[config.mk]
export PLATFORM = sky130hd
export DESIGN_NAME = particle_integrate_and_quad_emit
export DESIGN_NICKNAME = d
export VERILOG_FILES = /design/src/rtl/core/piqe_pkg.sv /design/src/rtl/core/piqe_seq.sv /design/src/rtl/core/particle_integrate_and_quad_emit.sv
export SDC_FILE = /design/constraint.sdc
export NUM_CORES = 2
export LEC_CHECK = 0
export ABC_AREA = 1
export BUFFER_PORTS_ARGS = -buffer_cell sky130_fd_sc_hd__buf_2
export CAP_MARGIN = 40
export CELL_PAD_IN_SITES_DETAIL_PLACEMENT = 0
export CELL_PAD_IN_SITES_GLOBAL_PLACEMENT = 1
export CORE_ASPECT_RATIO = 0.75
export CORE_MARGIN = 2
export CORE_UTILIZATION = 44
export CTS_CLUSTER_SIZE = 30
export DETAILED_ROUTE_END_ITERATION = 16
export GPL_TIMING_DRIVEN = 0
export PLACE_DENSITY_LB_ADDON = 0.1
export SLEW_MARGIN = 20
export SYNTH_ARGS = -nofsm -noshare
export SYNTH_HDL_FRONTEND = slang
export SYNTH_HIERARCHICAL = 1
export SYNTH_SLANG_ARGS = --single-unit
export TNS_END_PERCENT = 1
[constraint.sdc]
create_clock -name clk -period 19.2 [get_ports clk]
set_input_delay 3.84 -clock clk [delete_from_list [all_inputs] [get_ports clk]]
set_output_delay 3.84 -clock clk [all_outputs]
set_load 0.02 [all_outputs]
[src/rtl/core/piqe_pkg.sv]
package piqe_pkg;

  localparam int PC_W      = 5;
  localparam int FRAC_W    = 16;
  localparam int DIV_STEPS = FRAC_W;

  localparam logic [15:0] ROT_RATE_RESET = 16'd6554;

  typedef logic [PC_W-1:0] pc_t;

  typedef enum logic [1:0] {
    CMD_SPAWN = 2'd0,
    CMD_TICK  = 2'd1,
    CMD_EMIT  = 2'd2,
    CMD_NOP   = 2'd3
  } cmd_t;

  typedef struct packed {
    cmd_t               cmd;
    logic signed [31:0] spawn_pos_x;
    logic signed [31:0] spawn_pos_y;
    logic signed [31:0] spawn_vel_x;
    logic signed [31:0] spawn_vel_y;
    logic        [31:0] spawn_color_begin;
    logic        [31:0] spawn_color_final;
    logic signed [31:0] spawn_angle;
    logic        [15:0] spawn_size_begin;
    logic        [15:0] spawn_size_final;
    logic        [23:0] spawn_life;
    logic        [23:0] time_step;
  } in_word_t;

  typedef struct packed {
    logic signed [31:0] vert_x;
    logic signed [31:0] vert_y;
    logic signed [31:0] vert_angle;
    logic        [15:0] vert_size;
    logic        [7:0]  red;
    logic        [7:0]  green;
    logic        [7:0]  blue;
    logic        [7:0]  alpha;
    logic               alive;
    logic               last;
  } out_word_t;

  // multiplier operand select
  typedef enum logic [3:0] {
    MS_NONE, MS_VX, MS_VY, MS_ROT, MS_SIZE, MS_RED, MS_GREEN, MS_BLUE, MS_ALPHA
  } mul_src_t;

  // product writeback
  typedef enum logic [3:0] {
    WB_NONE, WB_POSX, WB_POSY, WB_ANGLE, WB_SIZE, WB_RED, WB_GREEN, WB_BLUE, WB_ALPHA
  } wb_t;

  typedef enum logic [2:0] {
    ACT_NONE, ACT_LOAD, ACT_LIFE, ACT_KILL, ACT_DIV_INIT, ACT_DIV_STEP
  } act_t;

  typedef enum logic [2:0] {
    OS_NONE, OS_SIMPLE, OS_BL, OS_BR, OS_TR, OS_TL
  } osel_t;

  typedef enum logic [2:0] {
    J_NEXT, J_GOTO, J_END, J_KILL, J_DEAD, J_DIV
  } jmp_t;

  typedef struct packed {
    mul_src_t mul;
    wb_t      wb;
    act_t     act;
    osel_t    osel;
    jmp_t     jmp;
    pc_t      target;
  } uword_t;

  typedef struct packed {
    logic kill;
    logic dead;
    logic div_more;
    logic out_free;
  } cond_t;

  localparam pc_t PC_SPAWN  = 5'd0;
  localparam pc_t PC_SIMPLE = 5'd1;
  localparam pc_t PC_TICK   = 5'd2;
  localparam pc_t PC_KILL   = 5'd6;
  localparam pc_t PC_EMIT   = 5'd7;
  localparam pc_t PC_DIV    = 5'd8;
  localparam pc_t PC_CORNER = 5'd15;

  function automatic pc_t entry(input cmd_t c);
    pc_t p;
    unique case (c)
      CMD_SPAWN: p = PC_SPAWN;
      CMD_TICK:  p = PC_TICK;
      CMD_EMIT:  p = PC_EMIT;
      default:   p = PC_SIMPLE;
    endcase
    return p;
  endfunction

  function automatic uword_t urom(input pc_t pc);
    uword_t uw;
    uw.mul    = MS_NONE;
    uw.wb     = WB_NONE;
    uw.act    = ACT_NONE;
    uw.osel   = OS_NONE;
    uw.jmp    = J_NEXT;
    uw.target = '0;
    unique case (pc)
      5'd0:  uw.act = ACT_LOAD;
      5'd1:  begin uw.osel = OS_SIMPLE; uw.jmp = J_END; end
      5'd2:  begin uw.mul = MS_VX; uw.jmp = J_KILL; uw.target = PC_KILL; end
      5'd3:  begin uw.mul = MS_VY; uw.wb = WB_POSX; uw.act = ACT_LIFE; end
      5'd4:  begin uw.mul = MS_ROT; uw.wb = WB_POSY; end
      5'd5:  begin uw.wb = WB_ANGLE; uw.jmp = J_GOTO; uw.target = PC_SIMPLE; end
      5'd6:  begin uw.act = ACT_KILL; uw.jmp = J_GOTO; uw.target = PC_SIMPLE; end
      5'd7:  begin uw.act = ACT_DIV_INIT; uw.jmp = J_DEAD; uw.target = PC_CORNER; end
      5'd8:  begin uw.act = ACT_DIV_STEP; uw.jmp = J_DIV; uw.target = PC_DIV; end
      5'd9:  uw.mul = MS_SIZE;
      5'd10: begin uw.mul = MS_RED;   uw.wb = WB_SIZE;  end
      5'd11: begin uw.mul = MS_GREEN; uw.wb = WB_RED;   end
      5'd12: begin uw.mul = MS_BLUE;  uw.wb = WB_GREEN; end
      5'd13: begin uw.mul = MS_ALPHA; uw.wb = WB_BLUE;  end
      5'd14: uw.wb = WB_ALPHA;
      5'd15: uw.osel = OS_BL;
      5'd16: uw.osel = OS_BR;
      5'd17: uw.osel = OS_TR;
      5'd18: begin uw.osel = OS_TL; uw.jmp = J_END; end
      default: uw.jmp = J_END;
    endcase
    return uw;
  endfunction

endpackage

[src/rtl/core/piqe_seq.sv]
module piqe_seq (
  input  logic              clk,
  input  logic              rst,
  input  logic              start,
  input  piqe_pkg::cmd_t    cmd,
  input  piqe_pkg::cond_t   cond,
  output logic              busy,
  output logic              fire,
  output piqe_pkg::uword_t  uw
);

  piqe_pkg::pc_t pc, pc_next;
  logic          busy_next;

  assign uw   = piqe_pkg::urom(pc);
  assign fire = busy && (uw.osel == piqe_pkg::OS_NONE || cond.out_free);

  always_comb begin
    pc_next   = pc;
    busy_next = busy;
    if (start) begin
      pc_next   = piqe_pkg::entry(cmd);
      busy_next = 1'b1;
    end else if (fire) begin
      unique case (uw.jmp)
        piqe_pkg::J_NEXT: pc_next = pc + 1'b1;
        piqe_pkg::J_GOTO: pc_next = uw.target;
        piqe_pkg::J_END:  busy_next = 1'b0;
        piqe_pkg::J_KILL: pc_next = cond.kill ? uw.target : pc + 1'b1;
        piqe_pkg::J_DEAD: pc_next = cond.dead ? uw.target : pc + 1'b1;
        piqe_pkg::J_DIV:  pc_next = cond.div_more ? uw.target : pc + 1'b1;
        default:          busy_next = 1'b0;
      endcase
    end
  end

  always_ff @(posedge clk) begin
    if (rst) begin
      pc   <= '0;
      busy <= 1'b0;
    end else begin
      pc   <= pc_next;
      busy <= busy_next;
    end
  end

endmodule

[src/rtl/core/particle_integrate_and_quad_emit.sv]
// channel  direction  handshake           payload
// in       in         in_valid/in_stall   in_data   (piqe_pkg::in_word_t)
// out      out        out_valid/out_stall out_data  (piqe_pkg::out_word_t)
// cfg      in         cfg_we              cfg_data  (rotation rate, Q0.16)
//
// One word at a time; in_stall is high while the microprogram runs.
// Spawn loads and tick kills or integrates, each then writing one result word.
// Emit runs the 17 passes of the bit-serial life divider and the five blends
// through the one shared multiplier, then four corners; inactive, it skips both.
// Synchronous reset marks the particle inactive and loads the default rotation rate.
// A stalled output holds the program at its next result step.
module particle_integrate_and_quad_emit (
  input  logic                 clk,
  input  logic                 rst,
  input  logic                 in_valid,
  output logic                 in_stall,
  input  piqe_pkg::in_word_t   in_data,
  output logic                 out_valid,
  input  logic                 out_stall,
  output piqe_pkg::out_word_t  out_data,
  input  logic                 cfg_we,
  input  logic [15:0]          cfg_data
);

  logic               start, busy, fire;
  piqe_pkg::uword_t   uw;
  piqe_pkg::cond_t    cond;
  piqe_pkg::in_word_t in_q;

  logic [15:0]        rotation_rate;

  logic signed [31:0] position_x, position_y, velocity_x, velocity_y, angle;
  logic [31:0]        color_birth, color_death;
  logic [15:0]        size_birth, size_death;
  logic [23:0]        life_total, life_left;
  logic               is_active;

  logic [24:0]        rem;
  logic [16:0]        quot;
  logic [4:0]         div_cnt;
  logic [25:0]        trial;
  logic               qbit;
  logic [24:0]        rem_sel;
  logic [16:0]        f_val;

  logic signed [32:0] mul_a;
  logic signed [24:0] mul_b;
  logic signed [57:0] prod;
  logic [15:0]        death_sel;
  logic [33:0]        blend_sum;

  logic [15:0]        size_q;
  logic [7:0]         red_q, green_q, blue_q, alpha_q;

  logic [31:0]        half;
  logic               out_free;
  piqe_pkg::out_word_t out_next;

  assign start    = in_valid && !in_stall;
  assign in_stall = busy;
  assign out_free = !out_valid || !out_stall;

  assign cond.kill     = !is_active || (in_q.time_step >= life_left);
  assign cond.dead     = !is_active;
  assign cond.div_more = (div_cnt != '0);
  assign cond.out_free = out_free;

  piqe_seq u_seq (
    .clk   (clk),
    .rst   (rst),
    .start (start),
    .cmd   (in_data.cmd),
    .cond  (cond),
    .busy  (busy),
    .fire  (fire),
    .uw    (uw)
  );

  always_ff @(posedge clk) begin
    if (start) in_q <= in_data;
  end

  always_ff @(posedge clk) begin
    if (rst) rotation_rate <= piqe_pkg::ROT_RATE_RESET;
    else if (cfg_we) rotation_rate <= cfg_data;
  end

  // restoring divide: life_left / life_total as Q1.16
  assign trial   = {1'b0, rem} - {2'b00, life_total};
  assign qbit    = !trial[25];
  assign rem_sel = qbit ? trial[24:0] : rem;
  assign f_val   = (life_total == '0) ? '0 : quot;

  always_ff @(posedge clk) begin
    if (fire && uw.act == piqe_pkg::ACT_DIV_INIT) begin
      rem     <= {1'b0, life_left};
      quot    <= '0;
      div_cnt <= 5'(piqe_pkg::DIV_STEPS);
    end else if (fire && uw.act == piqe_pkg::ACT_DIV_STEP) begin
      rem     <= {rem_sel[23:0], 1'b0};
      quot    <= {quot[15:0], qbit};
      div_cnt <= div_cnt - 1'b1;
    end
  end

  // shared multiplier; blend uses death + (birth - death) * f
  always_comb begin
    mul_a = '0;
    mul_b = $signed({1'b0, in_q.time_step});
    case (uw.mul)
      piqe_pkg::MS_VX:  mul_a = 33'(velocity_x);
      piqe_pkg::MS_VY:  mul_a = 33'(velocity_y);
      piqe_pkg::MS_ROT: mul_a = $signed({17'b0, rotation_rate});
      piqe_pkg::MS_SIZE: begin
        mul_a = 33'($signed({1'b0, size_birth} - {1'b0, size_death}));
        mul_b = $signed({8'b0, f_val});
      end
      piqe_pkg::MS_RED: begin
        mul_a = 33'($signed({1'b0, color_birth[31:24]} - {1'b0, color_death[31:24]}));
        mul_b = $signed({8'b0, f_val});
      end
      piqe_pkg::MS_GREEN: begin
        mul_a = 33'($signed({1'b0, color_birth[23:16]} - {1'b0, color_death[23:16]}));
        mul_b = $signed({8'b0, f_val});
      end
      piqe_pkg::MS_BLUE: begin
        mul_a = 33'($signed({1'b0, color_birth[15:8]} - {1'b0, color_death[15:8]}));
        mul_b = $signed({8'b0, f_val});
      end
      piqe_pkg::MS_ALPHA: begin
        mul_a = 33'($signed({1'b0, color_birth[7:0]} - {1'b0, color_death[7:0]}));
        mul_b = $signed({8'b0, f_val});
      end
      default: mul_a = '0;
    endcase
  end

  always_ff @(posedge clk) begin
    if (fire) prod <= mul_a * mul_b;
  end

  always_comb begin
    case (uw.wb)
      piqe_pkg::WB_SIZE:  death_sel = size_death;
      piqe_pkg::WB_RED:   death_sel = {8'b0, color_death[31:24]};
      piqe_pkg::WB_GREEN: death_sel = {8'b0, color_death[23:16]};
      piqe_pkg::WB_BLUE:  death_sel = {8'b0, color_death[15:8]};
      default:            death_sel = {8'b0, color_death[7:0]};
    endcase
  end

  assign blend_sum = {2'b00, death_sel, 16'h0000} + prod[33:0] + 34'd32768;

  always_ff @(posedge clk) begin
    if (fire) begin
      case (uw.wb)
        piqe_pkg::WB_SIZE:  size_q  <= blend_sum[31:16];
        piqe_pkg::WB_RED:   red_q   <= blend_sum[23:16];
        piqe_pkg::WB_GREEN: green_q <= blend_sum[23:16];
        piqe_pkg::WB_BLUE:  blue_q  <= blend_sum[23:16];
        piqe_pkg::WB_ALPHA: alpha_q <= blend_sum[23:16];
        default: ;
      endcase
    end
  end

  // particle state
  always_ff @(posedge clk) begin
    if (fire) begin
      case (uw.wb)
        piqe_pkg::WB_POSX:  position_x <= position_x + prod[47:16];
        piqe_pkg::WB_POSY:  position_y <= position_y + prod[47:16];
        piqe_pkg::WB_ANGLE: angle      <= angle + prod[47:16];
        default: ;
      endcase
      case (uw.act)
        piqe_pkg::ACT_LOAD: begin
          position_x  <= in_q.spawn_pos_x;
          position_y  <= in_q.spawn_pos_y;
          velocity_x  <= in_q.spawn_vel_x;
          velocity_y  <= in_q.spawn_vel_y;
          color_birth <= in_q.spawn_color_begin;
          color_death <= in_q.spawn_color_final;
          angle       <= in_q.spawn_angle;
          size_birth  <= in_q.spawn_size_begin;
          size_death  <= in_q.spawn_size_final;
          life_total  <= in_q.spawn_life;
          life_left   <= in_q.spawn_life;
        end
        piqe_pkg::ACT_LIFE: life_left <= life_left - in_q.time_step;
        default: ;
      endcase
    end
  end

  always_ff @(posedge clk) begin
    if (rst) begin
      is_active <= 1'b0;
    end else if (fire) begin
      if (uw.act == piqe_pkg::ACT_LOAD) is_active <= 1'b1;
      else if (uw.act == piqe_pkg::ACT_KILL) is_active <= 1'b0;
    end
  end

  // result word
  assign half = {9'b0, size_q, 7'b0};

  always_comb begin
    out_next = '0;
    case (uw.osel) inside
      piqe_pkg::OS_SIMPLE: begin
        out_next.alive = is_active;
        out_next.last  = 1'b1;
      end
      piqe_pkg::OS_BL, piqe_pkg::OS_BR, piqe_pkg::OS_TR, piqe_pkg::OS_TL: begin
        out_next.last = (uw.osel == piqe_pkg::OS_TL);
        if (is_active) begin
          out_next.vert_x = (uw.osel == piqe_pkg::OS_BL || uw.osel == piqe_pkg::OS_TL) ?
                            position_x - half : position_x + half;
          out_next.vert_y = (uw.osel == piqe_pkg::OS_BL || uw.osel == piqe_pkg::OS_BR) ?
                            position_y - half : position_y + half;
          out_next.vert_angle = angle;
          out_next.vert_size  = size_q;
          out_next.red        = red_q;
          out_next.green      = green_q;
          out_next.blue       = blue_q;
          out_next.alpha      = alpha_q;
          out_next.alive      = 1'b1;
        end
      end
      default: ;
    endcase
  end

  always_ff @(posedge clk) begin
    if (rst) begin
      out_valid <= 1'b0;
    end else if (fire && uw.osel != piqe_pkg::OS_NONE) begin
      out_valid <= 1'b1;
    end else if (!out_stall) begin
      out_valid <= 1'b0;
    end
  end

  always_ff @(posedge clk) begin
    if (fire && uw.osel != piqe_pkg::OS_NONE) out_data <= out_next;
  end

endmodule

# Word-level counts from Yosys, hierarchy flattened
# Cells that the tools add are included.
# word_totals
inputBits	327
wordCells	209
out_inout_bits	148
reg_bits	921
# op_classes
n_mul	1
bitwise	2
eq_ne	52
n_addsub	18
n_reduce_logical	49
order_cmp	1
n_mux	39
# ops
cell	count
one-hot mux 33 bit (8 select lines)	1
2-to-1 mux 32 bit	8
adder 32 bit	4
2-to-1 mux 24 bit	4
adder 32 x 23 -> 32 bit	2
one-hot mux 16 bit (4 select lines)	1
one-hot mux 4 bit (8 select lines)	2
subtractor 32 x 23 -> 32 bit	2
multiplier 33 x 25 -> 48 bit	1
one-hot mux 24 bit (2 select lines)	1
one-hot mux 3 bit (5 select lines)	3
== test 5 x 4 -> 1 bit (second input constant)	8
subtractor 8 x 8 -> 9 bit	4
adder 32 x 16 -> 32 bit (second input constant)	1
== test 4 x 3 -> 1 bit (second input constant)	8
AND reduction 2 bit	13
subtractor 25 x 24 -> 26 bit	1
2-to-1 mux 5 bit	5
one-hot mux 5 bit (5 select lines)	1
>= comparator 24 bit	1
zero test 24 bit	1
subtractor 24 bit	1
== test 5 x 3 -> 1 bit (second input constant)	4
== test 3 bit (second input constant)	6
other kinds (35)	79

# Longest topological paths before layout
# depth
ltp_word	8
mapped_depth	49
depth_no_buf	48

# By module
# The synthesis kept the hierarchy.
# modules_own_cells
mod	n_inst	area_per_inst_um2	cells_per_inst	seq_area_each_um2
particle_integrate_and_quad_emit	1	68727.2	7193	26615.5
piqe_seq	1	1174.9	208	120.1

# Worst setup path after synthesis
# OpenSTA, ideal clock, no wires.
# synth_path
path_type	input port to flip-flop
from	input in_valid
to	register u_seq.pc[1]
setup_slack_ns	-0.909
arrival_time_ns	20.045
path_buffers	0
cell_stages	7
t_required_ns	19.136
setup_ns	0.064
path_cell_list	inv_1 -> nor2_1 -> inv_1 -> or2_2 -> nand2_1 -> nor2_1 -> nor2_1
# synth_via
elab_chain_len	3
word_cells_on_any_way	5
classes_between	mux (1); reduce/logical (4)
# synth_lines
item	line_no	source
from (decl)	particle_integrate_and_quad_emit.sv:15	input logic in_valid,
logical AND 1 bit *	particle_integrate_and_quad_emit.sv:59	assign start = in_valid && !in_stall;
via start	particle_integrate_and_quad_emit.sv:25	logic start, busy, fire;
nonzero test 6 bit (no source line) or nonzero test 2 bit (tied branches)	-	
AND reduction 2 bit (no source line)	-	
to (signal assigned)	piqe_seq.sv:42	pc <= pc_next;
to (decl)	piqe_seq.sv:12	piqe_pkg::pc_t pc, pc_next;
# Mark *: on every way through the listed nets, which the timed path passes. The rest lies on a longest branch.
# A chain may end at the register's enable or synchronous reset.

==> results_tabular.tex <==
\begin{tabular}{lr}
\hline
Metric & Value \\
\hline
\multicolumn{2}{l}{\textbf{CTS}} \\
Clock Root Buffer & sky130\_fd\_sc\_hd\_\_clkbuf\_16 \\
Setup Buffers After CTS & 0 \\
Number of hold buffers added after cts & 0 \\
Clock latency of the later-clocked register in the worst-skew pair & approximately 700 ps \\
Post-CTS Resized & 0 \\
Number of levels in the clock H-tree & 3 \\
Clock-pin slew on the worst setup and hold paths & 70 ps \\
CTS buffer count & 92 \\
TritonCTS clock tree & done \\
Clock buffer depth & 3 \\
Num Clock Sinks & roughly 910 \\
\multicolumn{2}{l}{\textbf{Drt}} \\
Number of DRC violations after detailed routing & 0 \\
Routed wire length & 239 mm \\
Via count normalized by instance count & about 5.3 \\
Avg WL per Cell & around 23 um \\
DR vias & about 54000 \\
Drt initial violations & slightly below 5000 \\
TritonRoute pass-1 iters & 6 \\
Post-DRT Antenna Nets & 0 \\
\multicolumn{2}{l}{\textbf{Floorplan}} \\
Core box area & between 0.15 and 0.2 mm\^{}2 \\
Floorplan die height & 349 um \\
Initial Util & between 40\% and 50\% \\
Chip width & between 400 and 500 um \\
I/O Pins & 475 \\
Die area & 0.162 mm\^{}2 \\
Rows & 126 \\
\multicolumn{2}{l}{\textbf{Power}} \\
Psw & 6130 uW \\
Sequential cell fraction of total power & between 20 and 25\% \\
Switching share of total power & between 40 and 50\% \\
Clock network fraction of design power & approximately 15\% \\
Peak supply drop & about 0.16 mV \\
Power per unit of standard cell area & approximately 160 mW/mm\^{}2 \\
Leakage power figure & 0.0362 uW \\
Pint & 6490 uW \\
Comb pwr share & about 62\% \\
\multicolumn{2}{l}{\textbf{Worst setup path}} \\
Slowest cell on crit path & sky130\_fd\_sc\_hd\_\_clkbuf\_1 \\
Req. time, crit path & about 20000 ps \\
Critical path launch point type & register \\
Category of the critical setup timing path & reg2reg \\
Crit path largest cell delay & between 500 and 600 ps \\
Worst path bufs/invs & 12 \\
Arrival time at the worst endpoint & approximately 11000 ps \\
Worst Setup End Kind & register \\
CP dominant cell by count & sky130\_fd\_sc\_hd\_\_nand2\_1 \\
Critical path's top delay family & adder cells \\
CP max FO & 10 \\
\multicolumn{2}{l}{\textbf{Final layout}} \\
Fin area & 0.0793 mm\^{}2 \\
Growth of design area from synthesis to finish & 13.6\% \\
Ratio of cells with drive above 1 in the final layout & between 10\% and 20\% \\
Fin nets & between 9000 and 10000 \\
\multicolumn{2}{l}{\textbf{Timing}} \\
Maximum clock rate & between 90 and 100 MHz \\
Final Hold Vio Count & 0 \\
Pins over their slew limit & 0 \\
Max-Slew Margin vs Limit & 34.8\% \\
Post-route minimum period & $\sim$11000 ps \\
RSZ-0062 raised after global routing & no \\
Worst slew pin tran & around 980 ps \\
Share of the cycle needed by the critical path after routing & a little under three fifths \\
Setup violators final & 0 \\
Setup clock skew after layout & between 40 and 50 ps \\
Total Negative Setup Slacks & 0 ps \\
\multicolumn{2}{l}{\textbf{Yosys}} \\
Syn nets & roughly 8800 \\
Post-Syn Instances & 7394 \\
Synthesized area & about 0.070 mm\^{}2 \\
Synth warn & 6 \\
Synth Area per Inst & roughly 9.4 um\^{}2 \\
\multicolumn{2}{l}{\textbf{Global routing}} \\
Number of global-route vias before repair & 53900 \\
Number of antenna violations at the first check in global routing & 10 \\
Maximum number of pins on one net before global-route repair & 35 \\
Total routing resource utilization after global routing & 29.6\% \\
First-pass GRT wire length & 351 mm \\
GRT Residual Overflow & 0 \\
\multicolumn{2}{l}{\textbf{Run}} \\
Maximum capacitance violations & 0 \\
\multicolumn{2}{l}{\textbf{Placed design}} \\
Port-buffer cells & 474 \\
Area after DPL & 0.0761 mm\^{}2 \\
Routability cong. & 0.950 \\
Final HPWL DP & $\sim$200 mm \\
\multicolumn{2}{l}{\textbf{Min path}} \\
Hold Path Class & reg2reg \\
\multicolumn{2}{l}{\textbf{Status}} \\
Run status & completed \\
\hline
\end{tabular}
-- cell usage in the layout (no fill, tap or decap), types with 139 or more instances in the layout --
cell type and instances:
sky130_fd_sc_hd__inv_1 1414, sky130_fd_sc_hd__nand2_1 1400, sky130_fd_sc_hd__edfxtp_1 859, sky130_fd_sc_hd__nor2_1 718, sky130_fd_sc_hd__fa_1 703, sky130_fd_sc_hd__buf_2 508
sky130_fd_sc_hd__a21oi_1 424, sky130_fd_sc_hd__ha_1 396, sky130_fd_sc_hd__o21ai_0 316, sky130_fd_sc_hd__nand3_1 189, sky130_fd_sc_hd__clkbuf_1 139
-- final cells by class --
type                            count  area, um^2
Antenna cell                        4        10.0
Multi-Input combinational cell   4856       37000
Clock buffer                      116        2450
Fill cell                       14800       78100
Timing Repair Buffer              541        3590
Sequential cell                   906       26700
Tap cell                         2112        2640
Buffer                            176         761
Inverter                         1456        5480
Clock inverter                     55         694
-- worst paths after layout --
kind          startpoint              to  slack (ps)  cells after the start
max          u_seq/pc[0]        prod[44]        8440                     42
max reg2reg  u_seq/pc[0]        prod[44]        8440                     42
min reg2reg    in_q[190]  velocity_y[14]         410                      0
min            in_q[190]  velocity_y[14]         410                      0
-- state kept, by name, indices dropped and copies added, names as in the netlist, 16 cells and up --
name and cells:
position_x 32, velocity_x 32, size_birth 16, position_y 32, prod 33, color_birth 32, velocity_y 32, life_total 24
out_data 146, quot 17, color_death 32, angle 32, life_left 24, rem 25, size_q 16, rotation_rate 16
in_q 304, size_death 16
-- power by group through the flow --
stage	clock [uW]	sequential, uW	combinational [uW]
6_report	1900	2880	7840
4_1_cts	1940	2880	7840
3_3_place_gp	0	2980	7720
5_1_grt	2010	2880	8960
3_5_place_dp	0	2920	7800
2_1_floorplan	0	2810	5330
-- through the flow --
step	hold WS [ps]	utilization, %	cells	setup slack (ps)	power [uW]
4_1_cts	412	50.3	10200	8410	12700
6_report	413	50.4	10200	8440	12600
3_5_place_dp	405	48.3	10000	8460	10700
5_1_grt	423	50.4	10200	7830	13800
2_1_floorplan	400	-	7394	3870	8140
3_3_place_gp	401	47.5	9980	-6030	10700
-- routing by layer --
layer | up-vias | global-route usage, % | wire length, um
met4 | 12 | 8.61 | 7340
met2 | 2042 | 44.7 | 103000
met5 | - | 0 | 73
li1 | 25000 | - | -
met3 | 311 | 6.06 | 19900
met1 | 26400 | 42.9 | 109000
Note: power is estimated with default switching activity, not from simulation.
